File: src/hdl/lac_pkg.sv
// lac_pkg: shared types and constants for the lru associative cache unit
// request/response structs, opcode and sequencer state enums, default sizes
// no dependencies
`default_nettype none

package lac_pkg;

	// default sizes for the top level parameters
	localparam int SLOTS_DEF     = 16;
	localparam int KEY_BITS_DEF  = 32;
	localparam int DATA_BITS_DEF = 32;

	// fixed widths and the reset capacity
	localparam int STAMP_BITS = 48;
	localparam int CFG_BITS   = 5;
	localparam int CAP_RESET  = 16;

	typedef enum logic [1:0] {
		OP_LOOKUP = 2'd0,
		OP_PROBE  = 2'd1,
		OP_INSERT = 2'd2,
		OP_CLEAR  = 2'd3
	} op_t;

	typedef enum logic [1:0] {
		ST_IDLE,
		ST_SCAN,
		ST_WRITE
	} state_t;

	typedef struct packed {
		op_t         opcode;
		logic [31:0] key_tag;
		logic [31:0] new_payload;
	} req_t;

	typedef struct packed {
		logic        hit;
		logic [31:0] payload_out;
		logic        evicted;
		logic [3:0]  slot_used;
		logic [4:0]  occupancy;
	} rsp_t;

	typedef struct packed {
		logic                we;
		logic [CFG_BITS-1:0] value;
	} cfg_wr_t;

endpackage

`default_nettype wire

File: src/hdl/lac_entry_ram.sv
// lac_entry_ram: one-write one-read synchronous memory for cache entries
// holds key, payload and stamp of every slot; registered read data
// no dependencies
`default_nettype none

module lac_entry_ram #(
	parameter int DEPTH = 16,
	parameter int WIDTH = 112
) (
	input  wire logic                     clk,
	input  wire logic                     we,
	input  wire logic [$clog2(DEPTH)-1:0] waddr,
	input  wire logic [WIDTH-1:0]         wdata,
	input  wire logic                     re,
	input  wire logic [$clog2(DEPTH)-1:0] raddr,
	output logic      [WIDTH-1:0]         rdata
);

	logic [WIDTH-1:0] mem [DEPTH];
	logic [WIDTH-1:0] rdata_q;

	// write port
	always_ff @(posedge clk) begin
		if (we) begin
			mem[waddr] <= wdata;
		end
	end

	// read port, registered when re is high
	always_ff @(posedge clk) begin
		if (re) begin
			rdata_q <= mem[raddr];
		end
	end

	assign rdata = rdata_q;

endmodule

`default_nettype wire

File: src/hdl/lac_engine.sv
// lac_engine: request sequencer, entry scan and write-back for the lru cache
// keeps valid bits, capacity and access counter; entries live in lac_entry_ram
// depends on lac_pkg and lac_entry_ram
`default_nettype none

module lac_engine import lac_pkg::*; #(
	parameter int SLOTS     = SLOTS_DEF,
	parameter int KEY_BITS  = KEY_BITS_DEF,
	parameter int DATA_BITS = DATA_BITS_DEF
) (
	input  wire logic    clk,
	input  wire logic    arst_n,
	input  wire logic    req_valid,
	output logic         req_ready,
	input  wire req_t    req,
	input  wire cfg_wr_t cfg,
	output logic         rsp_valid,
	input  wire logic    rsp_take,
	output rsp_t         rsp
);

	localparam int IW = $clog2(SLOTS);
	localparam int CW = $clog2(SLOTS + 1);
	localparam int EW = KEY_BITS + DATA_BITS + STAMP_BITS;

	state_t                st_q, st_d;
	op_t                   op_q;
	logic [KEY_BITS-1:0]   key_q;
	logic [DATA_BITS-1:0]  data_q;
	logic [CW-1:0]         cap_q, cap_new;
	logic [SLOTS-1:0]      valid_q;
	logic [STAMP_BITS-1:0] acc_q, new_stamp;

	// scan state
	logic [CW-1:0]         iss_q;
	logic                  pend_s1;
	logic [IW-1:0]         idx_s1;
	logic                  hit_found_q, lru_found_q, free_found_q;
	logic [IW-1:0]         hit_idx_q, lru_idx_q, free_idx_q;
	logic [DATA_BITS-1:0]  hit_pay_q;
	logic [STAMP_BITS-1:0] lru_stamp_q;
	logic [CW-1:0]         cnt_q;

	// memory side
	logic                  rd_en, wr_en;
	logic [IW-1:0]         waddr;
	logic [EW-1:0]         wdata, rdata;
	logic [KEY_BITS-1:0]   rd_key;
	logic [DATA_BITS-1:0]  rd_pay;
	logic [STAMP_BITS-1:0] rd_stamp;
	logic                  e_valid, e_match;

	// write-back decisions
	logic                  accept, adv, bump, set_valid, full;
	logic [IW-1:0]         slot;
	logic [CW-1:0]         occ;

	lac_entry_ram #(
		.DEPTH (SLOTS),
		.WIDTH (EW)
	) u_ram (
		.clk   (clk),
		.we    (wr_en),
		.waddr (waddr),
		.wdata (wdata),
		.re    (rd_en),
		.raddr (iss_q[IW-1:0]),
		.rdata (rdata)
	);

	assign rd_key   = rdata[EW-1 -: KEY_BITS];
	assign rd_pay   = rdata[STAMP_BITS +: DATA_BITS];
	assign rd_stamp = rdata[STAMP_BITS-1:0];
	assign e_valid  = valid_q[idx_s1];
	assign e_match  = e_valid && (rd_key == key_q);

	// handshakes
	assign req_ready = (st_q == ST_IDLE);
	assign accept    = req_valid && req_ready;
	assign rsp_valid = (st_q == ST_WRITE);
	assign adv       = rsp_valid && rsp_take;
	assign rd_en     = (st_q == ST_SCAN) && (iss_q != cap_q);

	// capacity clamp for a register write
	always_comb begin
		int v;
		v = int'(cfg.value);
		if (v < 1) begin
			v = 1;
		end else if (v > SLOTS) begin
			v = SLOTS;
		end
		cap_new = CW'(v);
	end

	// sequencer next state
	always_comb begin
		st_d = st_q;
		case (st_q)
			ST_IDLE: begin
				if (accept) begin
					st_d = (req.opcode == OP_CLEAR) ? ST_WRITE : ST_SCAN;
				end
			end
			ST_SCAN: begin
				if (iss_q == cap_q) begin
					st_d = ST_WRITE;
				end
			end
			ST_WRITE: begin
				if (rsp_take) begin
					st_d = ST_IDLE;
				end
			end
			default: st_d = ST_IDLE;
		endcase
	end

	always_ff @(posedge clk or negedge arst_n) begin
		if (!arst_n) begin
			st_q <= ST_IDLE;
		end else begin
			st_q <= st_d;
		end
	end

	// result and write-back from the scan summary
	always_comb begin
		rsp       = '0;
		wr_en     = 1'b0;
		bump      = 1'b0;
		set_valid = 1'b0;
		slot      = '0;
		occ       = cnt_q;
		full      = (cnt_q >= cap_q);
		new_stamp = acc_q + 1'b1;
		waddr     = hit_idx_q;
		wdata     = {key_q, hit_pay_q, new_stamp};
		if (op_q == OP_CLEAR) begin
			occ = '0;
		end else if (hit_found_q) begin
			rsp.hit = 1'b1;
			slot    = hit_idx_q;
			if (op_q != OP_PROBE) begin
				wr_en = rsp_valid;
				bump  = 1'b1;
			end
			if (op_q == OP_LOOKUP) begin
				rsp.payload_out = 32'(hit_pay_q);
			end
		end else if (op_q == OP_INSERT) begin
			if (full) begin
				slot        = lru_idx_q;
				rsp.evicted = 1'b1;
			end else begin
				slot = free_idx_q;
				occ  = CW'(cnt_q + 1'b1);
			end
			waddr     = slot;
			wdata     = {key_q, data_q, new_stamp};
			wr_en     = rsp_valid;
			bump      = 1'b1;
			set_valid = 1'b1;
		end
		rsp.slot_used = 4'(slot);
		rsp.occupancy = 5'(occ);
	end

	// capacity, valid bits and access counter
	always_ff @(posedge clk or negedge arst_n) begin
		if (!arst_n) begin
			cap_q   <= CW'((CAP_RESET > SLOTS) ? SLOTS : CAP_RESET);
			valid_q <= '0;
			acc_q   <= '0;
		end else begin
			if (cfg.we) begin
				cap_q <= cap_new;
				for (int i = 0; i < SLOTS; i++) begin
					if (i >= int'(cap_new)) begin
						valid_q[i] <= 1'b0;
					end
				end
			end else if (adv) begin
				if (op_q == OP_CLEAR) begin
					valid_q <= '0;
				end else if (set_valid) begin
					valid_q[slot] <= 1'b1;
				end
				if (bump) begin
					acc_q <= new_stamp;
				end
			end
		end
	end

	// scan control
	always_ff @(posedge clk or negedge arst_n) begin
		if (!arst_n) begin
			iss_q        <= '0;
			pend_s1      <= 1'b0;
			hit_found_q  <= 1'b0;
			lru_found_q  <= 1'b0;
			free_found_q <= 1'b0;
			cnt_q        <= '0;
		end else if (accept) begin
			iss_q        <= '0;
			pend_s1      <= 1'b0;
			hit_found_q  <= 1'b0;
			lru_found_q  <= 1'b0;
			free_found_q <= 1'b0;
			cnt_q        <= '0;
		end else begin
			pend_s1 <= rd_en;
			if (rd_en) begin
				iss_q <= CW'(iss_q + 1'b1);
			end
			if (pend_s1) begin
				if (e_match && !hit_found_q) begin
					hit_found_q <= 1'b1;
				end
				if (e_valid) begin
					lru_found_q <= 1'b1;
					cnt_q       <= CW'(cnt_q + 1'b1);
				end
				if (!e_valid) begin
					free_found_q <= 1'b1;
				end
			end
		end
	end

	// request capture and scan payload
	always_ff @(posedge clk) begin
		if (accept) begin
			op_q   <= req.opcode;
			key_q  <= KEY_BITS'(req.key_tag);
			data_q <= DATA_BITS'(req.new_payload);
		end
		if (rd_en) begin
			idx_s1 <= iss_q[IW-1:0];
		end
		if (pend_s1 && !accept) begin
			if (e_match && !hit_found_q) begin
				hit_idx_q <= idx_s1;
				hit_pay_q <= rd_pay;
			end
			// strict compare keeps the lowest index on equal stamps
			if (e_valid && (!lru_found_q || (rd_stamp < lru_stamp_q))) begin
				lru_idx_q   <= idx_s1;
				lru_stamp_q <= rd_stamp;
			end
			if (!e_valid && !free_found_q) begin
				free_idx_q <= idx_s1;
			end
		end
	end

`ifndef SYNTHESIS
	a_valid_below_cap: assert property (@(posedge clk) disable iff (!arst_n)
		$countones(valid_q) <= int'(cap_q))
		else $error("valid entries exceed capacity");

	a_occ_matches: assert property (@(posedge clk) disable iff (!arst_n)
		adv |=> $countones(valid_q) == int'($past(occ)))
		else $error("reported occupancy differs from valid bits");

	a_counter_only_on_write: assert property (@(posedge clk) disable iff (!arst_n)
		(st_q != ST_WRITE) |=> acc_q == $past(acc_q))
		else $error("access counter moved outside write-back");

	a_evict_valid: assert property (@(posedge clk) disable iff (!arst_n)
		(adv && rsp.evicted) |-> valid_q[lru_idx_q])
		else $error("eviction of an invalid slot");
`endif

endmodule

`default_nettype wire

File: src/hdl/lru_assoc_cache_unit.sv
// lru_assoc_cache_unit: fully associative cache with least-recently-used replacement
//
// Requests enter on req_valid/req_ready with opcode, key_tag and new_payload;
// responses leave on rsp_valid/rsp_ready with hit, payload_out, evicted,
// slot_used and occupancy. Exactly one response per request, in order.
// cfg_we/cfg_wdata write capacity_in_use (clamped to 1..SLOTS); it must be written
// only while no request is in flight (the block does not enforce this), and a write
// drops every slot at or above it. A clear request goes from accept straight to
// write-back. Other requests scan the entry memory one slot per cycle over
// capacity_in_use slots, then enter write-back, which waits for the output
// register. A new request is accepted only after the last one leaves write-back.
// The scan through the single read port of the entry memory sets the pace.
// Reset empties the cache, clears the access counter and sets capacity to
// min(16, SLOTS); no memory clearing pass is needed.
// A response waits in an output register while rsp_ready is low; the next
// request is still accepted and scanned, and stalls at write-back only.
// depends on lac_pkg, lac_engine, lac_entry_ram
`default_nettype none

module lru_assoc_cache_unit import lac_pkg::*; #(
	parameter int SLOTS     = SLOTS_DEF,
	parameter int KEY_BITS  = KEY_BITS_DEF,
	parameter int DATA_BITS = DATA_BITS_DEF
) (
	input  wire logic                clk,
	input  wire logic                arst_n,
	input  wire logic                req_valid,
	output logic                     req_ready,
	input  wire req_t                req,
	output logic                     rsp_valid,
	input  wire logic                rsp_ready,
	output rsp_t                     rsp,
	input  wire logic                cfg_we,
	input  wire logic [CFG_BITS-1:0] cfg_wdata
);

	cfg_wr_t cfg;
	logic    eng_valid, eng_take;
	rsp_t    eng_rsp;
	logic    rsp_valid_q;
	rsp_t    rsp_q;

	assign cfg.we    = cfg_we;
	assign cfg.value = cfg_wdata;

	lac_engine #(
		.SLOTS     (SLOTS),
		.KEY_BITS  (KEY_BITS),
		.DATA_BITS (DATA_BITS)
	) u_engine (
		.clk       (clk),
		.arst_n    (arst_n),
		.req_valid (req_valid),
		.req_ready (req_ready),
		.req       (req),
		.cfg       (cfg),
		.rsp_valid (eng_valid),
		.rsp_take  (eng_take),
		.rsp       (eng_rsp)
	);

	// output register takes a response when empty or being drained
	assign eng_take = !rsp_valid_q || rsp_ready;

	always_ff @(posedge clk or negedge arst_n) begin
		if (!arst_n) begin
			rsp_valid_q <= 1'b0;
		end else if (eng_take) begin
			rsp_valid_q <= eng_valid;
		end
	end

	always_ff @(posedge clk) begin
		if (eng_take && eng_valid) begin
			rsp_q <= eng_rsp;
		end
	end

	assign rsp_valid = rsp_valid_q;
	assign rsp       = rsp_q;

endmodule

`default_nettype wire

File: config.mk
export PLATFORM = sky130hd
export DESIGN_NAME = lru_assoc_cache_unit
export DESIGN_NICKNAME = d
export VERILOG_FILES = /design/src/hdl/lac_pkg.sv /design/src/hdl/lac_entry_ram.sv /design/src/hdl/lac_engine.sv /design/src/hdl/lru_assoc_cache_unit.sv
export SDC_FILE = /design/constraint.sdc
export NUM_CORES = 2
export LEC_CHECK = 0
export BUFFER_PORTS_ARGS = -buffer_cell sky130_fd_sc_hd__buf_2
export CAP_MARGIN = 20
export CORE_ASPECT_RATIO = 1.2
export CORE_MARGIN = 2
export CORE_UTILIZATION = 56
export CTS_CLUSTER_DIAMETER = 80
export DETAILED_ROUTE_END_ITERATION = 8
export GPL_ROUTABILITY_DRIVEN = 1
export PLACE_DENSITY = 0.75
export SYNTH_ARGS = -nofsm -noshare
export SYNTH_HDL_FRONTEND = slang
export SYNTH_HIERARCHICAL = 1
export SYNTH_SLANG_ARGS = --single-unit
File: constraint.sdc
create_clock -name clk -period 10.82 [get_ports clk]
set_input_delay 1.082 -clock clk [delete_from_list [all_inputs] [get_ports clk]]
set_output_delay 1.082 -clock clk [all_outputs]
set_load 0.02 [all_outputs]
==> results.md <==
* Status: complete, no violations
* Async set or reset register ratio after synthesis at around 3.9%
* Internal power at between 15 and 20 mW
* Placer Congestion at about 0.83
* Part of the Yosys area used for sequential elements at just under 80%
* Clock Sinks at 2195
* Total gr overflow at 0
* PwrDens at 219.0 nW/µm²
* Number of global-route vias before repair at 41820
* Sw frac at between 20 and 30%
* DP Wirelength at 93.13 mm
* Row count at 155
* CP Cell Sequence: inv_1 > ha_1 > nand2b_1 > a21oi_1 > o21a_1 > mux2_2 > nand2_1 > nand2b_1 > nor2_4 > buf_4
* P&R area growth vs syn at 11.39%
* Setup_tns at 0 ns
* Syn Inst Count at roughly 4000
* Initial DRC Count at between 4000 and 5000
* Switching power at about 5.3 mW
* CTS tree: built
* Startpoint Class: register
* Crit path max fanout at 47
* Dpl cell area at roughly 87000 µm²
* Post-route ant nets at 0
* Min-delay worst type: input pin to async pin
* Hold Buf Count CTS at 0
* Fin crit period at ~5.0 ns
* Die area at roughly 150000 µm²
* Input/output buffers at between 100 and 150
* Least-Margin Pin Slew at 1.137 ns
* Kind of critical path: register to register
* Multi-input gate area at ~17000 µm²
* Hold Fails Final Rpt at 0
* CTS resizes at 0
* Final period utilization at a little under half
* Top_reg_cell synth: edfxtp_1
* Post-synth design cell area at 84010 µm²
* Static Leak at roughly 32 nW
* EDFF count, synth at around 2100
* Slew margin rel. at 24.20%
* Detailed Routing Iterations Pass 1 at 6
* I/O pins at ~120
* Worst skew pair latency at just over 0.8 ns
* Worst path most repeated cell: nand2b_1
* DR WL/cell at about 29 µm
* Root Buffer: clkbuf_16
* Slew Viols, Final at 0
* Flops & latches, synth at 2195
* Req. time, crit path at between 10 and 15 ns
* FF+latch area at 65490 µm²
* Avg Inst Size Synth at about 21 µm²
* Worst Path Arrival at 5.40 ns
* Setup bufs post-CTS at 0
* Placeable Area at between 100000 and 150000 µm²
* Sequential cell fraction of total power at 50.6%
* Crit-path slowest cell: nor2_4
* Clock power frac at between 30% and 40%
* Post-Syn Nets at between 4000 and 5000
* Initial Util at 56.48%
* Fmax at about 200 MHz
* DR vias/cell at between 6 and 7
* Fillcell total at about 10000
* DR DRC count at 0
* Worst Skew at roughly 0.03 ns
* Overall die height at roughly 430 µm
* Largest net degree at the start of global routing at 140
* Max_cap viols at 0
* Clk buf depth at 3
* Number of distinct library cells after synthesis at a little under 70
* Final wirelength at around 180 mm
* First-pass GRT wire length at 273.3 mm
* Crit. End Element: register
* Max IR drop VDD at between 0.2 and 0.25 mV
* Clock transition at path regs at 0.06 ns
* Final Setup Violations at 0
* Comb pwr share at 15.6%
* GRT Total Usage at 24.39%
* Layout cells sized above 1 at approximately 23%
* Final instance area at just over 90000 µm²
* CP max stage delay at ~0.86 ns
* Initial antenna violation count at 3
* Die W at between 300 and 400 µm
* Nets at approximately 4400
* H-tree depth at 4
* Vias at 40680
* Num CTS Buffers at about 200
* Syn. warnings at 6
* RSZ-0062 raised after global routing: false
## cells by family (layout without fill, tap and decap cells)
| group | after synthesis | in the layout | synth area share (%) |
|---|---|---|---|
| buffers and inverters | 251 | 657 | 1.445 |
| other | 0 | 1 | 0 |
| and+or+nand+nor | 572 | 572 | 3.220 |
| DFF | 2195 | 2195 | 77.95 |
| adders and majority gates | 55 | 55 | 0.8191 |
| xor gates and xnor gates | 142 | 142 | 1.480 |
| muxes | 458 | 458 | 12.22 |
| AOI/OAI and AO/OA | 329 | 329 | 2.863 |
## synth_stat cells, types with 36 or more instances
library cell  number  area, µm²
edfxtp_1        2109      63330
mux4_2           449      10110
nand2_1          291       1092
a22oi_1          224       1682
dfrtp_1           85       2127
nor2_1            76      285.3
clkbuf_1          74      277.8
xnor2_1           72      630.6
xor2_1            70      613.1
inv_1             60      225.2
ha_1              55      688.2
buf_1             42      157.7
and2_1            40      250.2
nand4_1           37      231.5
buf_4             36      270.3
## path summary, 6_finish.rpt
kind / start / end / slack [ns] / depth (start not counted)
max: u_engine/cnt_q[0] / u_engine/u_ram/mem[5][10] / 5.86 / 10
min: arst_n / u_engine/acc_q[3] / 0.23 / 1
max reg2reg: u_engine/cnt_q[0] / u_engine/u_ram/mem[5][10] / 5.86 / 10
min reg2reg: u_engine/u_ram/rdata[77] / u_engine/hit_pay_q[29] / 0.42 / 0
max in group asynchronous: arst_n / u_engine/iss_q[1] / 9.23 / 2
min in group clk: u_engine/u_ram/rdata[77] / u_engine/hit_pay_q[29] / 0.42 / 0
## sequential cells by signal (all words and copies together) (netlist names), 2 cells and up
signal / flops
u_engine/u_ram/mem: 1792
u_engine/u_ram/rdata: 112
u_engine/acc_q: 48
u_engine/lru_stamp_q: 48
rsp: 43
u_engine/data_q: 32
u_engine/hit_pay_q: 32
u_engine/key_q: 32
u_engine/valid_q: 16
u_engine/cap_q: 5
u_engine/cnt_q: 5
u_engine/iss_q: 5
u_engine/free_idx_q: 4
u_engine/hit_idx_q: 4
u_engine/idx_s1: 4
u_engine/lru_idx_q: 4
u_engine/op_q: 2
u_engine/st_q: 2
## metrics by stage
stage	hold slack [ns]	instances	power [mW]	worst slack, ns	util (%)
after floorplan	0.4003	4002	12.86	0.4777	-
after global placement	0.4011	5974	13.71	6.002	58.49
after detailed placement	0.4045	5978	13.77	5.965	58.51
after CTS	0.2083	6352	20.65	5.942	62.82
after global routing	0.2544	6370	21.22	5.656	62.91
final	0.2343	6371	20.49	5.858	62.91
## placed cells by master (no fill, tap or decap), types with 55 or more instances in the layout
cell type / synthesis / final
buf_2: 24 / 119
a22oi_1: 224 / 224
inv_1: 60 / 59
buf_4: 36 / 93
nor2_1: 76 / 63
xnor2_1: 72 / 70
clkbuf_16: 0 / 206
nand2_1: 291 / 290
dfrtp_1: 85 / 83
mux4_2: 449 / 449
ha_1: 55 / 55
edfxtp_1: 2109 / 2109
xor2_1: 70 / 70
## routing by layer
metal	GRT usage [%]	wire length (µm)	vias to the layer above
met1	33.92	71170	21440
li1	-	-	16870
met3	4.183	15740	320
met4	7.758	5088	2
met5	0	8	-
met2	39.89	92200	2049
## layout make-up
cell class,count,area share [%]
sequential,2195,69.99
inverter,60,0.2433
clock buffer,253,5.751
multi-input combinational,1556,18.68
antenna,1,0.002674
timing repair buffer,223,1.618
tap,1962,2.623
clock inverter,121,1.096
## power groups by stage
stage                     Sequential (mW)  Clock (mW)  Combinational, mW
final                                10.4        6.91               3.20
after global routing                 10.4        7.35               3.45
after CTS                            10.4        7.02               3.24
after detailed placement             10.6           0               3.22
after global placement               10.5           0               3.17
after floorplan                      10.4           0               2.41
## critical path, delay by kind of cell, from the launching register on
| family | cells | cell delay, ns |
|---|---|---|
| AOI/OAI and AO/OA | 2 | 0.84 |
| adders and majority gates | 1 | 0.26 |
| buffers and inverters | 2 | 0.95 |
| DFF | 1 | 0.41 |
| muxes | 1 | 0.44 |
| and+or+nand+nor | 4 | 1.56 |
No activity file was read; power rests on OpenSTA's default activity.
